==> config.mk <==
export PLATFORM = sky130hd
export DESIGN_NAME = encoder_speed_incremental_pid_top
export DESIGN_NICKNAME = d
export VERILOG_FILES = /design/src/hdl/esip_pkg.sv /design/src/hdl/esip_ctrl.sv /design/src/hdl/esip_dp.sv /design/src/hdl/encoder_speed_incremental_pid_top.sv
export SDC_FILE = /design/constraint.sdc
export NUM_CORES = 2
export LEC_CHECK = 0
export BUFFER_PORTS_ARGS = -buffer_cell sky130_fd_sc_hd__buf_2
export CORE_UTILIZATION = 55
export DETAILED_ROUTE_END_ITERATION = 16
export PLACE_DENSITY = 0.82
export SLEW_MARGIN = 10
export SYNTH_ARGS = -nofsm -noshare
export SYNTH_HDL_FRONTEND = slang
export SYNTH_SLANG_ARGS = --single-unit
==> constraint.sdc <==
create_clock -name clk -period 10.71 [get_ports clk]
set_input_delay 1.071 -clock clk [delete_from_list [all_inputs] [get_ports clk]]
set_output_delay 1.071 -clock clk [all_outputs]
set_load 0.01 [all_outputs]
==> src/hdl/esip_pkg.sv <==
// shared types, widths and codes of the encoder speed incremental pid block
package esip_pkg;

  // fixed-point fraction bits and encoder counter width
  localparam int FRACTION_BITS = 8;
  localparam int COUNTER_BITS  = 16;

  // field and register widths
  localparam int COUNT_IN_W = 16;
  localparam int TARGET_W   = 24;
  localparam int SPEED_W    = 32;
  localparam int POS_W      = 32;
  localparam int DRIVE_W    = 11;
  localparam int PWM_W      = 10;
  localparam int GAIN_W     = 16;
  localparam int LIMIT_W    = 10;
  localparam int CFG_IDX_W  = 3;
  localparam int CFG_DATA_W = 16;

  // datapath widths
  localparam int E_W   = 33;
  localparam int A_W   = E_W + 2;
  localparam int B_W   = GAIN_W + 1;
  localparam int MUL_W = A_W + B_W;
  localparam int SUM_W = MUL_W + 2;
  localparam int ACC_W = LIMIT_W + FRACTION_BITS + 2;

  // register indexes of the configuration port
  localparam logic [CFG_IDX_W-1:0] REG_INVERT_DIRECTION = 3'd0;
  localparam logic [CFG_IDX_W-1:0] REG_SPEED_PER_PULSE  = 3'd1;
  localparam logic [CFG_IDX_W-1:0] REG_GAIN_P           = 3'd2;
  localparam logic [CFG_IDX_W-1:0] REG_GAIN_I           = 3'd3;
  localparam logic [CFG_IDX_W-1:0] REG_GAIN_D           = 3'd4;
  localparam logic [CFG_IDX_W-1:0] REG_DRIVE_LIMIT      = 3'd5;

  // register reset values
  localparam logic [GAIN_W-1:0]  RST_SPEED_PER_PULSE = 16'd1477;
  localparam logic [GAIN_W-1:0]  RST_GAIN_P          = 16'd1280;
  localparam logic [GAIN_W-1:0]  RST_GAIN_I          = 16'd13;
  localparam logic [GAIN_W-1:0]  RST_GAIN_D          = 16'd26;
  localparam logic [LIMIT_W-1:0] RST_DRIVE_LIMIT     = 10'd950;

  // sequencer states
  typedef enum logic [3:0] {
    ST_IDLE,
    ST_DELTA,
    ST_MUL_SPD,
    ST_SAT,
    ST_DIFF,
    ST_MUL_I,
    ST_MUL_P,
    ST_MUL_D,
    ST_SUM,
    ST_UPDATE,
    ST_EMIT
  } state_t;

  // operand select of the shared multiplier
  typedef enum logic [1:0] {
    MUL_SPEED,
    MUL_INT,
    MUL_PROP,
    MUL_DERIV
  } mul_sel_t;

  // commands from the sequencer to the datapath
  typedef struct packed {
    logic     load;
    logic     delta_step;
    logic     capture;
    logic     mul_en;
    mul_sel_t mul_sel;
    logic     pos_add;
    logic     sat_speed;
    logic     err_step;
    logic     zero_clear;
    logic     hist_diff;
    logic     sum_load;
    logic     sum_add;
    logic     update;
    logic     out_load;
  } cmd_t;

  // status from the datapath to the sequencer
  typedef struct packed {
    logic is_tick;
    logic zero_in;
  } sts_t;

endpackage

==> src/hdl/esip_ctrl.sv <==
// sequencer of the encoder speed pid: handshakes and step commands
module esip_ctrl (
  input  logic               clk,
  input  logic               rst_n,
  input  logic               in_valid,
  output logic               in_stall,
  output logic               out_valid,
  input  logic               out_stall,
  input  esip_pkg::sts_t     sts,
  output esip_pkg::cmd_t     cmd
);

  esip_pkg::state_t state_r, state_nxt;
  logic             out_valid_r, out_valid_nxt;
  logic             out_free;

  assign out_free  = !out_valid_r || !out_stall;
  assign in_stall  = (state_r != esip_pkg::ST_IDLE);
  assign out_valid = out_valid_r;

  // state and result valid registers
  always_ff @(posedge clk) begin
    if (!rst_n) begin
      state_r     <= esip_pkg::ST_IDLE;
      out_valid_r <= 1'b0;
    end else begin
      state_r     <= state_nxt;
      out_valid_r <= out_valid_nxt;
    end
  end

  // result valid: set on load, cleared when taken
  always_comb begin
    out_valid_nxt = out_valid_r;
    if (cmd.out_load) begin
      out_valid_nxt = 1'b1;
    end else if (!out_stall) begin
      out_valid_nxt = 1'b0;
    end
  end

  // next state and commands
  always_comb begin
    state_nxt = state_r;
    cmd       = '0;
    case (state_r)
      esip_pkg::ST_IDLE: begin
        if (in_valid) begin
          cmd.load  = 1'b1;
          state_nxt = esip_pkg::ST_DELTA;
        end
      end
      esip_pkg::ST_DELTA: begin
        if (sts.is_tick) begin
          cmd.delta_step = 1'b1;
          state_nxt      = esip_pkg::ST_MUL_SPD;
        end else begin
          cmd.capture = 1'b1;
          state_nxt   = esip_pkg::ST_EMIT;
        end
      end
      esip_pkg::ST_MUL_SPD: begin
        cmd.mul_en  = 1'b1;
        cmd.mul_sel = esip_pkg::MUL_SPEED;
        cmd.pos_add = 1'b1;
        state_nxt   = esip_pkg::ST_SAT;
      end
      esip_pkg::ST_SAT: begin
        cmd.sat_speed = 1'b1;
        state_nxt     = esip_pkg::ST_DIFF;
      end
      esip_pkg::ST_DIFF: begin
        if (sts.zero_in) begin
          cmd.zero_clear = 1'b1;
          state_nxt      = esip_pkg::ST_EMIT;
        end else begin
          cmd.err_step = 1'b1;
          state_nxt    = esip_pkg::ST_MUL_I;
        end
      end
      esip_pkg::ST_MUL_I: begin
        cmd.mul_en    = 1'b1;
        cmd.mul_sel   = esip_pkg::MUL_INT;
        cmd.hist_diff = 1'b1;
        state_nxt     = esip_pkg::ST_MUL_P;
      end
      esip_pkg::ST_MUL_P: begin
        cmd.mul_en   = 1'b1;
        cmd.mul_sel  = esip_pkg::MUL_PROP;
        cmd.sum_load = 1'b1;
        state_nxt    = esip_pkg::ST_MUL_D;
      end
      esip_pkg::ST_MUL_D: begin
        cmd.mul_en  = 1'b1;
        cmd.mul_sel = esip_pkg::MUL_DERIV;
        cmd.sum_add = 1'b1;
        state_nxt   = esip_pkg::ST_SUM;
      end
      esip_pkg::ST_SUM: begin
        cmd.sum_add = 1'b1;
        state_nxt   = esip_pkg::ST_UPDATE;
      end
      esip_pkg::ST_UPDATE: begin
        cmd.update = 1'b1;
        state_nxt  = esip_pkg::ST_EMIT;
      end
      esip_pkg::ST_EMIT: begin
        if (out_free) begin
          cmd.out_load = 1'b1;
          state_nxt    = esip_pkg::ST_IDLE;
        end
      end
      default: begin
        state_nxt = esip_pkg::ST_IDLE;
      end
    endcase
  end

  // a pending result is never overwritten
  a_no_overwrite: assert property (@(posedge clk) disable iff (!rst_n)
    cmd.out_load |-> (!out_valid_r || !out_stall))
    else $error("result loaded over a pending result");

  // an accepted request starts the delta step
  a_accept_start: assert property (@(posedge clk) disable iff (!rst_n)
    (in_valid && !in_stall) |=> (state_r == esip_pkg::ST_DELTA))
    else $error("accepted request did not start the sequence");

  // a finished result waits while the output is stalled
  a_emit_wait: assert property (@(posedge clk) disable iff (!rst_n)
    (state_r == esip_pkg::ST_EMIT && out_valid_r && out_stall)
      |=> (state_r == esip_pkg::ST_EMIT))
    else $error("sequence left emit while output stalled");

  // state-changing commands are exclusive
  a_cmd_excl: assert property (@(posedge clk) disable iff (!rst_n)
    $onehot0({cmd.load, cmd.delta_step, cmd.capture, cmd.sat_speed,
              cmd.err_step, cmd.zero_clear, cmd.update, cmd.out_load}))
    else $error("more than one step command at once");

endmodule

==> src/hdl/esip_dp.sv <==
// datapath of the encoder speed pid: registers, shared multiplier, accumulator
module esip_dp (
  input  logic                                   clk,
  input  logic                                   rst_n,
  input  logic                                   cfg_we,
  input  logic [esip_pkg::CFG_IDX_W-1:0]         cfg_index,
  input  logic [esip_pkg::CFG_DATA_W-1:0]        cfg_wdata,
  input  logic                                   in_kind,
  input  logic [esip_pkg::COUNT_IN_W-1:0]        in_encoder_count,
  input  logic signed [esip_pkg::TARGET_W-1:0]   in_target_speed,
  input  esip_pkg::cmd_t                         cmd,
  output esip_pkg::sts_t                         sts,
  output logic signed [esip_pkg::DRIVE_W-1:0]    out_drive,
  output logic [esip_pkg::PWM_W-1:0]             out_pwm_forward,
  output logic [esip_pkg::PWM_W-1:0]             out_pwm_reverse,
  output logic signed [esip_pkg::SPEED_W-1:0]    out_measured_speed,
  output logic signed [esip_pkg::POS_W-1:0]      out_position_total
);

  localparam int CB = esip_pkg::COUNTER_BITS;
  localparam int FB = esip_pkg::FRACTION_BITS;

  // configuration registers
  logic                               invert_r;
  logic [esip_pkg::GAIN_W-1:0]        spp_r, gain_p_r, gain_i_r, gain_d_r;
  logic [esip_pkg::LIMIT_W-1:0]       limit_r;

  // request registers
  logic                               kind_r;
  logic [CB-1:0]                      count_r;
  logic signed [esip_pkg::TARGET_W-1:0] target_r;

  // controller state
  logic [CB-1:0]                      ref_r;
  logic signed [esip_pkg::POS_W-1:0]  pulse_r;
  logic signed [esip_pkg::SPEED_W-1:0] speed_r;
  logic signed [esip_pkg::ACC_W-1:0]  acc_r;
  logic signed [esip_pkg::E_W-1:0]    e1_r, e2_r;

  // working registers
  logic signed [CB-1:0]               delta_r;
  logic signed [esip_pkg::E_W-1:0]    e_r;
  logic signed [esip_pkg::A_W-1:0]    de1_r, dd_r;
  logic signed [esip_pkg::MUL_W-1:0]  prod_r;
  logic signed [esip_pkg::SUM_W-1:0]  sum_r;

  // result registers
  logic signed [esip_pkg::DRIVE_W-1:0] drive_r;
  logic [esip_pkg::PWM_W-1:0]          fwd_r, rev_r;
  logic signed [esip_pkg::SPEED_W-1:0] meas_r;
  logic signed [esip_pkg::POS_W-1:0]   pos_r;

  // combinational helpers
  logic [CB-1:0]                      raw_diff, delta_nxt;
  logic signed [esip_pkg::A_W-1:0]    mul_a;
  logic signed [esip_pkg::B_W-1:0]    mul_b;
  logic                               spd_ovf;
  logic signed [esip_pkg::SPEED_W-1:0] speed_nxt;
  logic signed [esip_pkg::SUM_W-1:0]  inc, acc_wide, lim_w, acc_cl;
  logic signed [esip_pkg::ACC_W-1:0]  mag, mag_int;

  assign sts.is_tick = kind_r;
  assign sts.zero_in = (target_r == '0) && (speed_r == '0);

  // wrapped and optionally negated encoder delta
  assign raw_diff  = count_r - ref_r;
  assign delta_nxt = invert_r ? (CB'(0) - raw_diff) : raw_diff;

  // operand select of the shared multiplier
  always_comb begin
    case (cmd.mul_sel)
      esip_pkg::MUL_SPEED: begin
        mul_a = esip_pkg::A_W'(delta_r);
        mul_b = signed'({1'b0, spp_r});
      end
      esip_pkg::MUL_INT: begin
        mul_a = esip_pkg::A_W'(e_r);
        mul_b = signed'({1'b0, gain_i_r});
      end
      esip_pkg::MUL_PROP: begin
        mul_a = de1_r;
        mul_b = signed'({1'b0, gain_p_r});
      end
      esip_pkg::MUL_DERIV: begin
        mul_a = dd_r;
        mul_b = signed'({1'b0, gain_d_r});
      end
      default: begin
        mul_a = '0;
        mul_b = '0;
      end
    endcase
  end

  // speed saturation to 32 bits
  assign spd_ovf   = (prod_r[esip_pkg::MUL_W-1:esip_pkg::SPEED_W-1]
                      != {(esip_pkg::MUL_W-esip_pkg::SPEED_W+1){prod_r[esip_pkg::MUL_W-1]}});
  assign speed_nxt = !spd_ovf ? prod_r[esip_pkg::SPEED_W-1:0] :
                     (prod_r[esip_pkg::MUL_W-1] ? {1'b1, {(esip_pkg::SPEED_W-1){1'b0}}}
                                                : {1'b0, {(esip_pkg::SPEED_W-1){1'b1}}});

  // floor shift, accumulate and clamp
  assign inc      = sum_r >>> FB;
  assign acc_wide = esip_pkg::SUM_W'(acc_r) + inc;
  assign lim_w    = signed'(esip_pkg::SUM_W'(limit_r) << FB);
  always_comb begin
    if (acc_wide > lim_w) begin
      acc_cl = lim_w;
    end else if (acc_wide < -lim_w) begin
      acc_cl = -lim_w;
    end else begin
      acc_cl = acc_wide;
    end
  end

  // integer part of the drive, truncated toward zero
  assign mag     = acc_r[esip_pkg::ACC_W-1] ? -acc_r : acc_r;
  assign mag_int = mag >>> FB;

  // configuration writes
  always_ff @(posedge clk) begin
    if (!rst_n) begin
      invert_r <= 1'b0;
      spp_r    <= esip_pkg::RST_SPEED_PER_PULSE;
      gain_p_r <= esip_pkg::RST_GAIN_P;
      gain_i_r <= esip_pkg::RST_GAIN_I;
      gain_d_r <= esip_pkg::RST_GAIN_D;
      limit_r  <= esip_pkg::RST_DRIVE_LIMIT;
    end else if (cfg_we) begin
      case (cfg_index)
        esip_pkg::REG_INVERT_DIRECTION: invert_r <= cfg_wdata[0];
        esip_pkg::REG_SPEED_PER_PULSE:  spp_r    <= cfg_wdata;
        esip_pkg::REG_GAIN_P:           gain_p_r <= cfg_wdata;
        esip_pkg::REG_GAIN_I:           gain_i_r <= cfg_wdata;
        esip_pkg::REG_GAIN_D:           gain_d_r <= cfg_wdata;
        esip_pkg::REG_DRIVE_LIMIT:      limit_r  <= cfg_wdata[esip_pkg::LIMIT_W-1:0];
        default: begin
        end
      endcase
    end
  end

  // loop state: reference, position, speed, accumulator, error history
  always_ff @(posedge clk) begin
    if (!rst_n) begin
      ref_r   <= '0;
      pulse_r <= '0;
      speed_r <= '0;
      acc_r   <= '0;
      e1_r    <= '0;
      e2_r    <= '0;
    end else begin
      if (cmd.delta_step || cmd.capture) begin
        ref_r <= count_r;
      end
      if (cmd.capture) begin
        speed_r <= '0;
      end else if (cmd.sat_speed) begin
        speed_r <= speed_nxt;
      end
      if (cmd.pos_add) begin
        pulse_r <= pulse_r + esip_pkg::POS_W'(delta_r);
      end
      if (cmd.capture || cmd.zero_clear) begin
        acc_r <= '0;
        e1_r  <= '0;
        e2_r  <= '0;
      end else if (cmd.update) begin
        acc_r <= esip_pkg::ACC_W'(acc_cl);
        e1_r  <= e_r;
        e2_r  <= e1_r;
      end
    end
  end

  // request capture and working registers
  always_ff @(posedge clk) begin
    if (cmd.load) begin
      kind_r   <= in_kind;
      count_r  <= CB'(in_encoder_count);
      target_r <= in_target_speed;
    end
    if (cmd.delta_step) begin
      delta_r <= signed'(delta_nxt);
    end
    if (cmd.err_step) begin
      e_r <= esip_pkg::E_W'(target_r) - esip_pkg::E_W'(speed_r);
    end
    if (cmd.hist_diff) begin
      de1_r <= esip_pkg::A_W'(e_r) - esip_pkg::A_W'(e1_r);
      dd_r  <= esip_pkg::A_W'(e_r) - (esip_pkg::A_W'(e1_r) <<< 1) + esip_pkg::A_W'(e2_r);
    end
    if (cmd.mul_en) begin
      prod_r <= mul_a * mul_b;
    end
    if (cmd.sum_load) begin
      sum_r <= esip_pkg::SUM_W'(prod_r);
    end else if (cmd.sum_add) begin
      sum_r <= sum_r + esip_pkg::SUM_W'(prod_r);
    end
  end

  // result registers
  always_ff @(posedge clk) begin
    if (!rst_n) begin
      drive_r <= '0;
      fwd_r   <= '0;
      rev_r   <= '0;
      meas_r  <= '0;
      pos_r   <= '0;
    end else if (cmd.out_load) begin
      drive_r <= acc_r[esip_pkg::ACC_W-1] ? -esip_pkg::DRIVE_W'(mag_int)
                                          : esip_pkg::DRIVE_W'(mag_int);
      fwd_r   <= (!acc_r[esip_pkg::ACC_W-1]) ? mag_int[esip_pkg::PWM_W-1:0] : '0;
      rev_r   <= acc_r[esip_pkg::ACC_W-1] ? mag_int[esip_pkg::PWM_W-1:0] : '0;
      meas_r  <= speed_r;
      pos_r   <= pulse_r;
    end
  end

  assign out_drive          = drive_r;
  assign out_pwm_forward    = fwd_r;
  assign out_pwm_reverse    = rev_r;
  assign out_measured_speed = meas_r;
  assign out_position_total = pos_r;

  // accumulator stays inside the drive limit after an update
  a_acc_limit: assert property (@(posedge clk) disable iff (!rst_n)
    cmd.update |=> ((esip_pkg::SUM_W'(acc_r) <= lim_w) && (esip_pkg::SUM_W'(acc_r) >= -lim_w)))
    else $error("drive accumulator outside limit");

  // capture and zero-speed cases leave the pid cleared
  a_clear: assert property (@(posedge clk) disable iff (!rst_n)
    (cmd.capture || cmd.zero_clear) |=> (acc_r == '0 && e1_r == '0 && e2_r == '0))
    else $error("pid state not cleared");

  // pwm channels are never both active
  a_pwm_excl: assert property (@(posedge clk) disable iff (!rst_n)
    (fwd_r == '0) || (rev_r == '0))
    else $error("both pwm channels active");

endmodule

==> src/hdl/encoder_speed_incremental_pid_top.sv <==
// top level of the encoder speed incremental pid controller
//
//  channel  direction  handshake            payload
//  in       input      in_valid / in_stall  in_kind, in_encoder_count, in_target_speed
//  out      output     out_valid/out_stall  out_drive, out_pwm_forward, out_pwm_reverse,
//                                           out_measured_speed, out_position_total
//  cfg      input      cfg_we               cfg_index, cfg_wdata
//
// a control tick runs every step from delta to update, a capture only delta and a
// standstill tick with zero target up to the error check, before the output register
// loads; the shared 35x17 multiplier forms the four products in turn; one request at
// a time: a new one can be taken in the cycle after the previous result reaches the
// output register; a stalled result holds there and the sequencer waits in emit
// synchronous active-low reset clears the loop state and loads register defaults
module encoder_speed_incremental_pid_top (
  input  logic                                   clk,
  input  logic                                   rst_n,
  input  logic                                   cfg_we,
  input  logic [esip_pkg::CFG_IDX_W-1:0]         cfg_index,
  input  logic [esip_pkg::CFG_DATA_W-1:0]        cfg_wdata,
  input  logic                                   in_valid,
  output logic                                   in_stall,
  input  logic                                   in_kind,
  input  logic [esip_pkg::COUNT_IN_W-1:0]        in_encoder_count,
  input  logic signed [esip_pkg::TARGET_W-1:0]   in_target_speed,
  output logic                                   out_valid,
  input  logic                                   out_stall,
  output logic signed [esip_pkg::DRIVE_W-1:0]    out_drive,
  output logic [esip_pkg::PWM_W-1:0]             out_pwm_forward,
  output logic [esip_pkg::PWM_W-1:0]             out_pwm_reverse,
  output logic signed [esip_pkg::SPEED_W-1:0]    out_measured_speed,
  output logic signed [esip_pkg::POS_W-1:0]      out_position_total
);

  esip_pkg::cmd_t cmd;
  esip_pkg::sts_t sts;

  // sequencer
  esip_ctrl u_ctrl (
    .clk       (clk),
    .rst_n     (rst_n),
    .in_valid  (in_valid),
    .in_stall  (in_stall),
    .out_valid (out_valid),
    .out_stall (out_stall),
    .sts       (sts),
    .cmd       (cmd)
  );

  // datapath
  esip_dp u_dp (
    .clk                (clk),
    .rst_n              (rst_n),
    .cfg_we             (cfg_we),
    .cfg_index          (cfg_index),
    .cfg_wdata          (cfg_wdata),
    .in_kind            (in_kind),
    .in_encoder_count   (in_encoder_count),
    .in_target_speed    (in_target_speed),
    .cmd                (cmd),
    .sts                (sts),
    .out_drive          (out_drive),
    .out_pwm_forward    (out_pwm_forward),
    .out_pwm_reverse    (out_pwm_reverse),
    .out_measured_speed (out_measured_speed),
    .out_position_total (out_position_total)
  );

endmodule
Word level (Yosys, flattened, before mapping) --
Cells that the tools add are included.
Cells by class: add/subtract/negate cells 12, multiply operators 1, order comparisons 2, equal/unequal tests 22, mux-type cells 37, bitwise logic cells 1, reductions and logical operators 23
Operators by type and width (count):
- $pmux W35 S4 | 1
- $mux W54 | 2
- $pmux W17 S4 | 1
- $mux W32 | 2
- $add A54 B52 Y54 | 1
- $lt A47 B54 Y1 | 1
- $neg A18 Y54 | 1
- $mul A35 B17 Y52 | 1
- $add A20 B46 Y47 | 1
- $gt A47 B19 Y1 | 1
- $pmux W4 S11 | 1
- $mux W20 | 2
- $add A35 B33 Y35 | 1
- $sub A33 B34 Y35 | 1
- $sub A33 B33 Y34 | 1
- $sub A24 B32 Y33 | 1
- $add A32 B16 Y32 | 1
- $logic_not A32 Y1 | 1
- $logic_not A24 Y1 | 1
- $mux W10 | 2
- $ne A20 B20 Y1 | 1
- $mux W19 | 1
- $neg A19 Y19 | 1
- $eq A4 B3 Y1 const B | 4
- other kinds (30) | 67
Word-level totals: register bits after elaboration 607, input bits 65, logic and storage cells 126

Depth between registers and ports, before layout --
word-level depth 6, depth in mapped cells 36, gate-level depth less buffers 32

By module --
From an unflattened synthesis, not the netlist that was laid out.
Unflattened totals: cells, all modules 6299, area total of the unflattened synthesis 56819.5 um^2
Modules (own cells, without submodules):
- esip_dp | instances 1, cells an instance 6242, area an instance 56407.8 um^2, sequential area each 14684.1 um^2
- esip_ctrl | instances 1, cells an instance 57, area an instance 411.6 um^2, sequential area each 100.1 um^2

Worst setup path before layout --
OpenSTA, ideal clock, no wires.
path type register to register, start reg u_ctrl.state_r[2], end reg u_dp.prod_r[44] (netlist bit), data pin, library setup time 0.135 ns, arrival 10.067 ns, data required time 10.575 ns, setup slack 0.508 ns, cell stages (with the launch flop) 33, period minus slack after synthesis 10.202 ns, cell sequence dfxtp_1 > nor2b_1 > and3b_1 > clkbuf_1 > clkbuf_1 > buf_1 > nand2_1 > nand3_1 > o21a_1 > clkbuf_1 > nand2_1 > fa_1 > inv_1 > fa_1 > fa_1 > fa_1 > fa_1 > inv_1 > fa_1 > inv_1 > ha_1 > a21o_1 > a21oi_1 > nor2b_1 > o41a_1 > a211oi_2 > a211oi_1 > nor2_1 > a311o_1 > a31oi_1 > or3b_1 > or4b_1 > nand3_1
Between the ends: word-level cells in the longest chain between the ends 5
RTL lines:
- from (decl) | line esip_ctrl.sv:13 | esip_pkg::state_t state_r, state_nxt;
- from (signal assigned) | line esip_ctrl.sv:24 | state_r <= esip_pkg::ST_IDLE;
- from (signal assigned) | line esip_ctrl.sv:27 | state_r <= state_nxt;
- $eq A4 B3 Y1 or $eq A4 B2 Y1 (tied branches) | line esip_ctrl.sv:46 | case (state_r)
- $pmux W3 S4 * | line esip_ctrl.sv:46
- $eq A2 B2 Y1, or another cell as far along | line esip_dp.sv:71 | case (cmd.mul_sel)
- $pmux W35 S4 or $pmux W17 S4 (tied branches) | line esip_dp.sv:71
- $mul A35 B17 Y52 * | line esip_dp.sv:194 | prod_r <= mul_a * mul_b;
- to (signal assigned) | line esip_dp.sv:194
- to (decl) | line esip_dp.sv:44 | logic signed [esip_pkg::MUL_W-1:0] prod_r;
Every way passes the cells marked *; elsewhere a longest branch is shown, timed or not. The select of a mux whose other input is x is not followed. A chain may end at the register's enable or synchronous reset.

Worst setup path in the final report --
start reg u_ctrl.state_r[2], end reg u_dp.prod_r[51] (netlist bit), data pin
The elaborated chain is that of the path after synthesis.

==> metrics.cfg <==
[sta]
period_needed_ns=9.80
setup_violations=0
tns_ns=0
finClkSkew_ns=0.0455
slew_headroom_pct=12.2
tightest_slew_ns=1.32
min_period_over_period_pct=91.5
max_freq_mhz=102
slew_viol_final=0
rsz0062_at_grt=no
fin_ws_ns=0.912
hold_viol=0

[route]
drc=0
vias=49244
routed_wl_mm=169
viasPerCell=5.94
ant_nets=0
wl_per_cell_um=20.3
drtPass1Iterations=7
drt_iter0_drc=5032

[finish]
fin_area_um2=62100
area_growth_pct=7.63
layout.nets=7913
layout-drive-gt1-share_pct=6.04
final_cells=8295

[grt]
antenna_found_initial=14
grt_overflow=0
grt_util_all_layers_pct=31.4
grt_pass1_vias=48626
grt_pass1_wl_mm=263
grt_start_max_net_pins=108

[yosys]
yosys_warnings=0
netlist_area_um2=57700
synth-xor-area-share_pct=4.22
async_flop_share_pct=0
synth-seq-cells=606
synth-compound-area-share_pct=15.6
synthAdderAreaFrac_pct=29.0
synth-edff-count=265
ys.flop_type=dfxtp_1
synth_top_family_by_area=adder cells
avgSynthCellArea_um2=8.42
ys_seq_area_share_pct=25.6
synth_nets=7912
synthSimpleGateAreaFrac_pct=16.9
synth_cell_types=90
synthMuxAreaShare_pct=0.212
syn-instance-count=6850

[clock_network]
clk_latency_ns=0.65
cts_tree=done
cts-root-buf=clkbuf_16
cts-hold-fix-buffers=0
post_cts_buffers=0
path_clk_slew_ns=0.06
cts-htree-levels=3
cts_buffers=68
cts.sink_count=606
cts-resized-gates=0
cts.path.max_buffers=3

[setup_path]
slowest_stage=a31oi_2
path_delay_family=adder cells
r2r_start=u_ctrl.state_r[2]
endpoint_kind=flip-flop
regToRegEndpoint=u_dp.prod_r[51]
crit_type=reg -> reg
worst_setup_path_start_kind=flip-flop
ff2ff_path_depth=26
r2r_slack_ns=0.91
slowest_delay_ns=0.88
crit_path_max_fanout=46
worst-path-buf-inv=4
critPathRequiredTime_ns=11.07
cpMostUsedCell=fa_1
crit_arrival_ns=10.16

[die]
core_area_um2=104000
die_width_um=326
row_count=118
initial_core_util_pct=55.6
chipHeight_um=326
die_area_um2=106000
io_pins=162

[place]
io_buffers=161
place_inst=8161
hpwl_mm=131
dpl_cell_area_um2=59800
pre_cts_ws_ns=1.18
gp_congestion=0.996

[power_and_ir_drop]
totalPowerFinal_w=0.0228
vdd_drop_max_mv=0.609
p_per_area_nw_per_um2=368
p_leak_nw=27.4

[outcome]
outcome=finished, final reports clean

[worst_hold_path]
holdCritStartpoint=u_dp.out_measured_speed[5]
min_delay_path_depth=2
hold_end=u_dp.out_measured_speed[5]
hold_path.class=reg -> reg

[run]
cap_viol_max_count=0

-- worst max-delay path by stage --
stage               cells past startpoint         endpoint         startpoint  slack (ns)
global route                           26  u_dp.prod_r[51]  u_ctrl.state_r[2]        0.48
detailed placement                     26  u_dp.prod_r[51]  u_ctrl.state_r[2]        1.18
CTS                                    28  u_dp.prod_r[44]  u_ctrl.state_r[2]        1.12
global placement                       26  u_dp.prod_r[47]  u_ctrl.state_r[2]        1.37
finish                                 26  u_dp.prod_r[51]  u_ctrl.state_r[2]        0.91
floorplan                              32  u_dp.prod_r[44]  u_ctrl.state_r[2]        0.51
-- report_power, final --
part	switching (W)	internal, W
sequential	0.000271	0.00346
combinational	0.00993	0.00677
clock	0.00103	0.00137
total	0.0112	0.0116
-- synth_stat cells (70+ instances only) --
master | instances | area share [%]
dfxtp_1 | 341 | 12
edfxtp_1 | 265 | 14
inv_1 | 996 | 6.5
nor2_1 | 439 | 2.9
nand3_1 | 132 | 1.1
nand2_1 | 1195 | 7.8
a21o_1 | 142 | 1.8
a21oi_1 | 589 | 5.1
o21ai_0 | 215 | 1.9
xor2_1 | 102 | 1.5
clkbuf_1 | 265 | 1.7
nor3_1 | 70 | 0.61
fa_1 | 570 | 20
ha_1 | 427 | 9.3
xnor2_1 | 176 | 2.7
-- layout by cell type, fill, tap and decap left out, types with 14 or more instances in the layout --
master | Yosys | layout
a31oi_1 | 37 | 27
a41o_1 | 20 | 20
xnor2_1 | 176 | 176
nand3b_1 | 19 | 19
fa_1 | 570 | 570
edfxtp_1 | 265 | 265
nand2b_1 | 49 | 47
o22ai_1 | 16 | 16
nor3_1 | 70 | 68
o21bai_1 | 43 | 43
nor2_1 | 439 | 437
or3_1 | 38 | 38
nand2_1 | 1195 | 1194
a41oi_1 | 20 | 18
nand3_1 | 132 | 130
a21oi_1 | 589 | 587
clkbuf_1 | 265 | 15
or2_2 | 17 | 17
o21ai_0 | 215 | 213
clkbuf_16 | 0 | 72
and2_1 | 44 | 43
nand4_1 | 48 | 48
a21o_1 | 142 | 142
a211oi_1 | 46 | 46
o21a_1 | 60 | 60
or4_1 | 14 | 14
buf_4 | 2 | 64
xor2_1 | 102 | 102
dfxtp_1 | 341 | 340
and3_1 | 35 | 32
o31ai_1 | 25 | 25
inv_1 | 996 | 996
o21ai_1 | 17 | 14
nor2b_1 | 54 | 54
ha_1 | 427 | 427
buf_2 | 12 | 161
nor4_1 | 34 | 33
o211ai_1 | 55 | 55
-- through the flow --
| step | utilization [%] | hold slack [ns] |
|---|---|---|
| 2_1_floorplan | - | 0.436 |
| 3_3_place_gp | 57.6 | 0.437 |
| 3_5_place_dp | 57.6 | 0.445 |
| 4_1_cts | 59.8 | 0.454 |
| 5_1_grt | 59.8 | 0.466 |
| 6_report | 59.8 | 0.451 |
-- worst reg2reg max path, stage by stage, from the launching register on --
cell	delay (ns)
dfxtp_1	0.67
nor2b_1	0.34
and3b_4	0.70
nand2_1	0.14
a31oi_2	0.88
buf_4	0.43
nand2_1	0.13
fa_1	0.51
fa_1	0.49
inv_1	0.07
fa_1	0.53
fa_1	0.44
fa_1	0.55
inv_1	0.05
fa_1	0.52
inv_1	0.04
ha_1	0.35
and3_1	0.26
nor2b_1	0.20
nand2_1	0.07
o31ai_1	0.47
a31oi_1	0.26
o311ai_1	0.55
o221ai_1	0.27
a21oi_1	0.30
and4_1	0.24
nor3_1	0.05
-- layout make-up --
type | instances | area, um^2
Clock buffer | 90 | 1900
Sequential cell | 606 | 14800
Tap cell | 1380 | 1730
Multi-Input combinational cell | 4953 | 38300
Inverter | 997 | 3750
Fill cell | 8825 | 41700
Timing Repair Buffer | 225 | 1290
Clock inverter | 35 | 379
Antenna cell | 9 | 22.5
-- state kept, by name, summed over array words and instances, names as in the netlist, 20 cells and up --
register / flops
u_dp.speed_r: 32
u_dp.pulse_r: 32
u_dp.out_measured_speed: 32
u_dp.e2_r: 33
u_dp.sum_r: 54
u_dp.out_position_total: 32
u_dp.target_r: 24
u_dp.e_r: 33
u_dp.prod_r: 52
u_dp.dd_r: 35
u_dp.e1_r: 33
u_dp.de1_r: 34
u_dp.acc_r: 20
-- per-layer routing --
metal  GRT usage (%)  routed length (um)  up-vias
li1                -                   -    22698
met1            40.8               66700    23873
met2            48.8               75400     2243
met3            7.91               17900      428
met4            15.1                8440        2
met5           0.710                 109        -
-- cell families (layout without fill, tap and decap cells) --
group           after synthesis  count (layout)
simple gates               2228            2228
buf+inv                    1291            1347
compound gates             1438            1438
mux                          12              12
fa+ha+maj                   997             997
xor+xnor                    278             278
flops                       606             606
other cells                   0               9
Power figures use the tool's default switching activity.
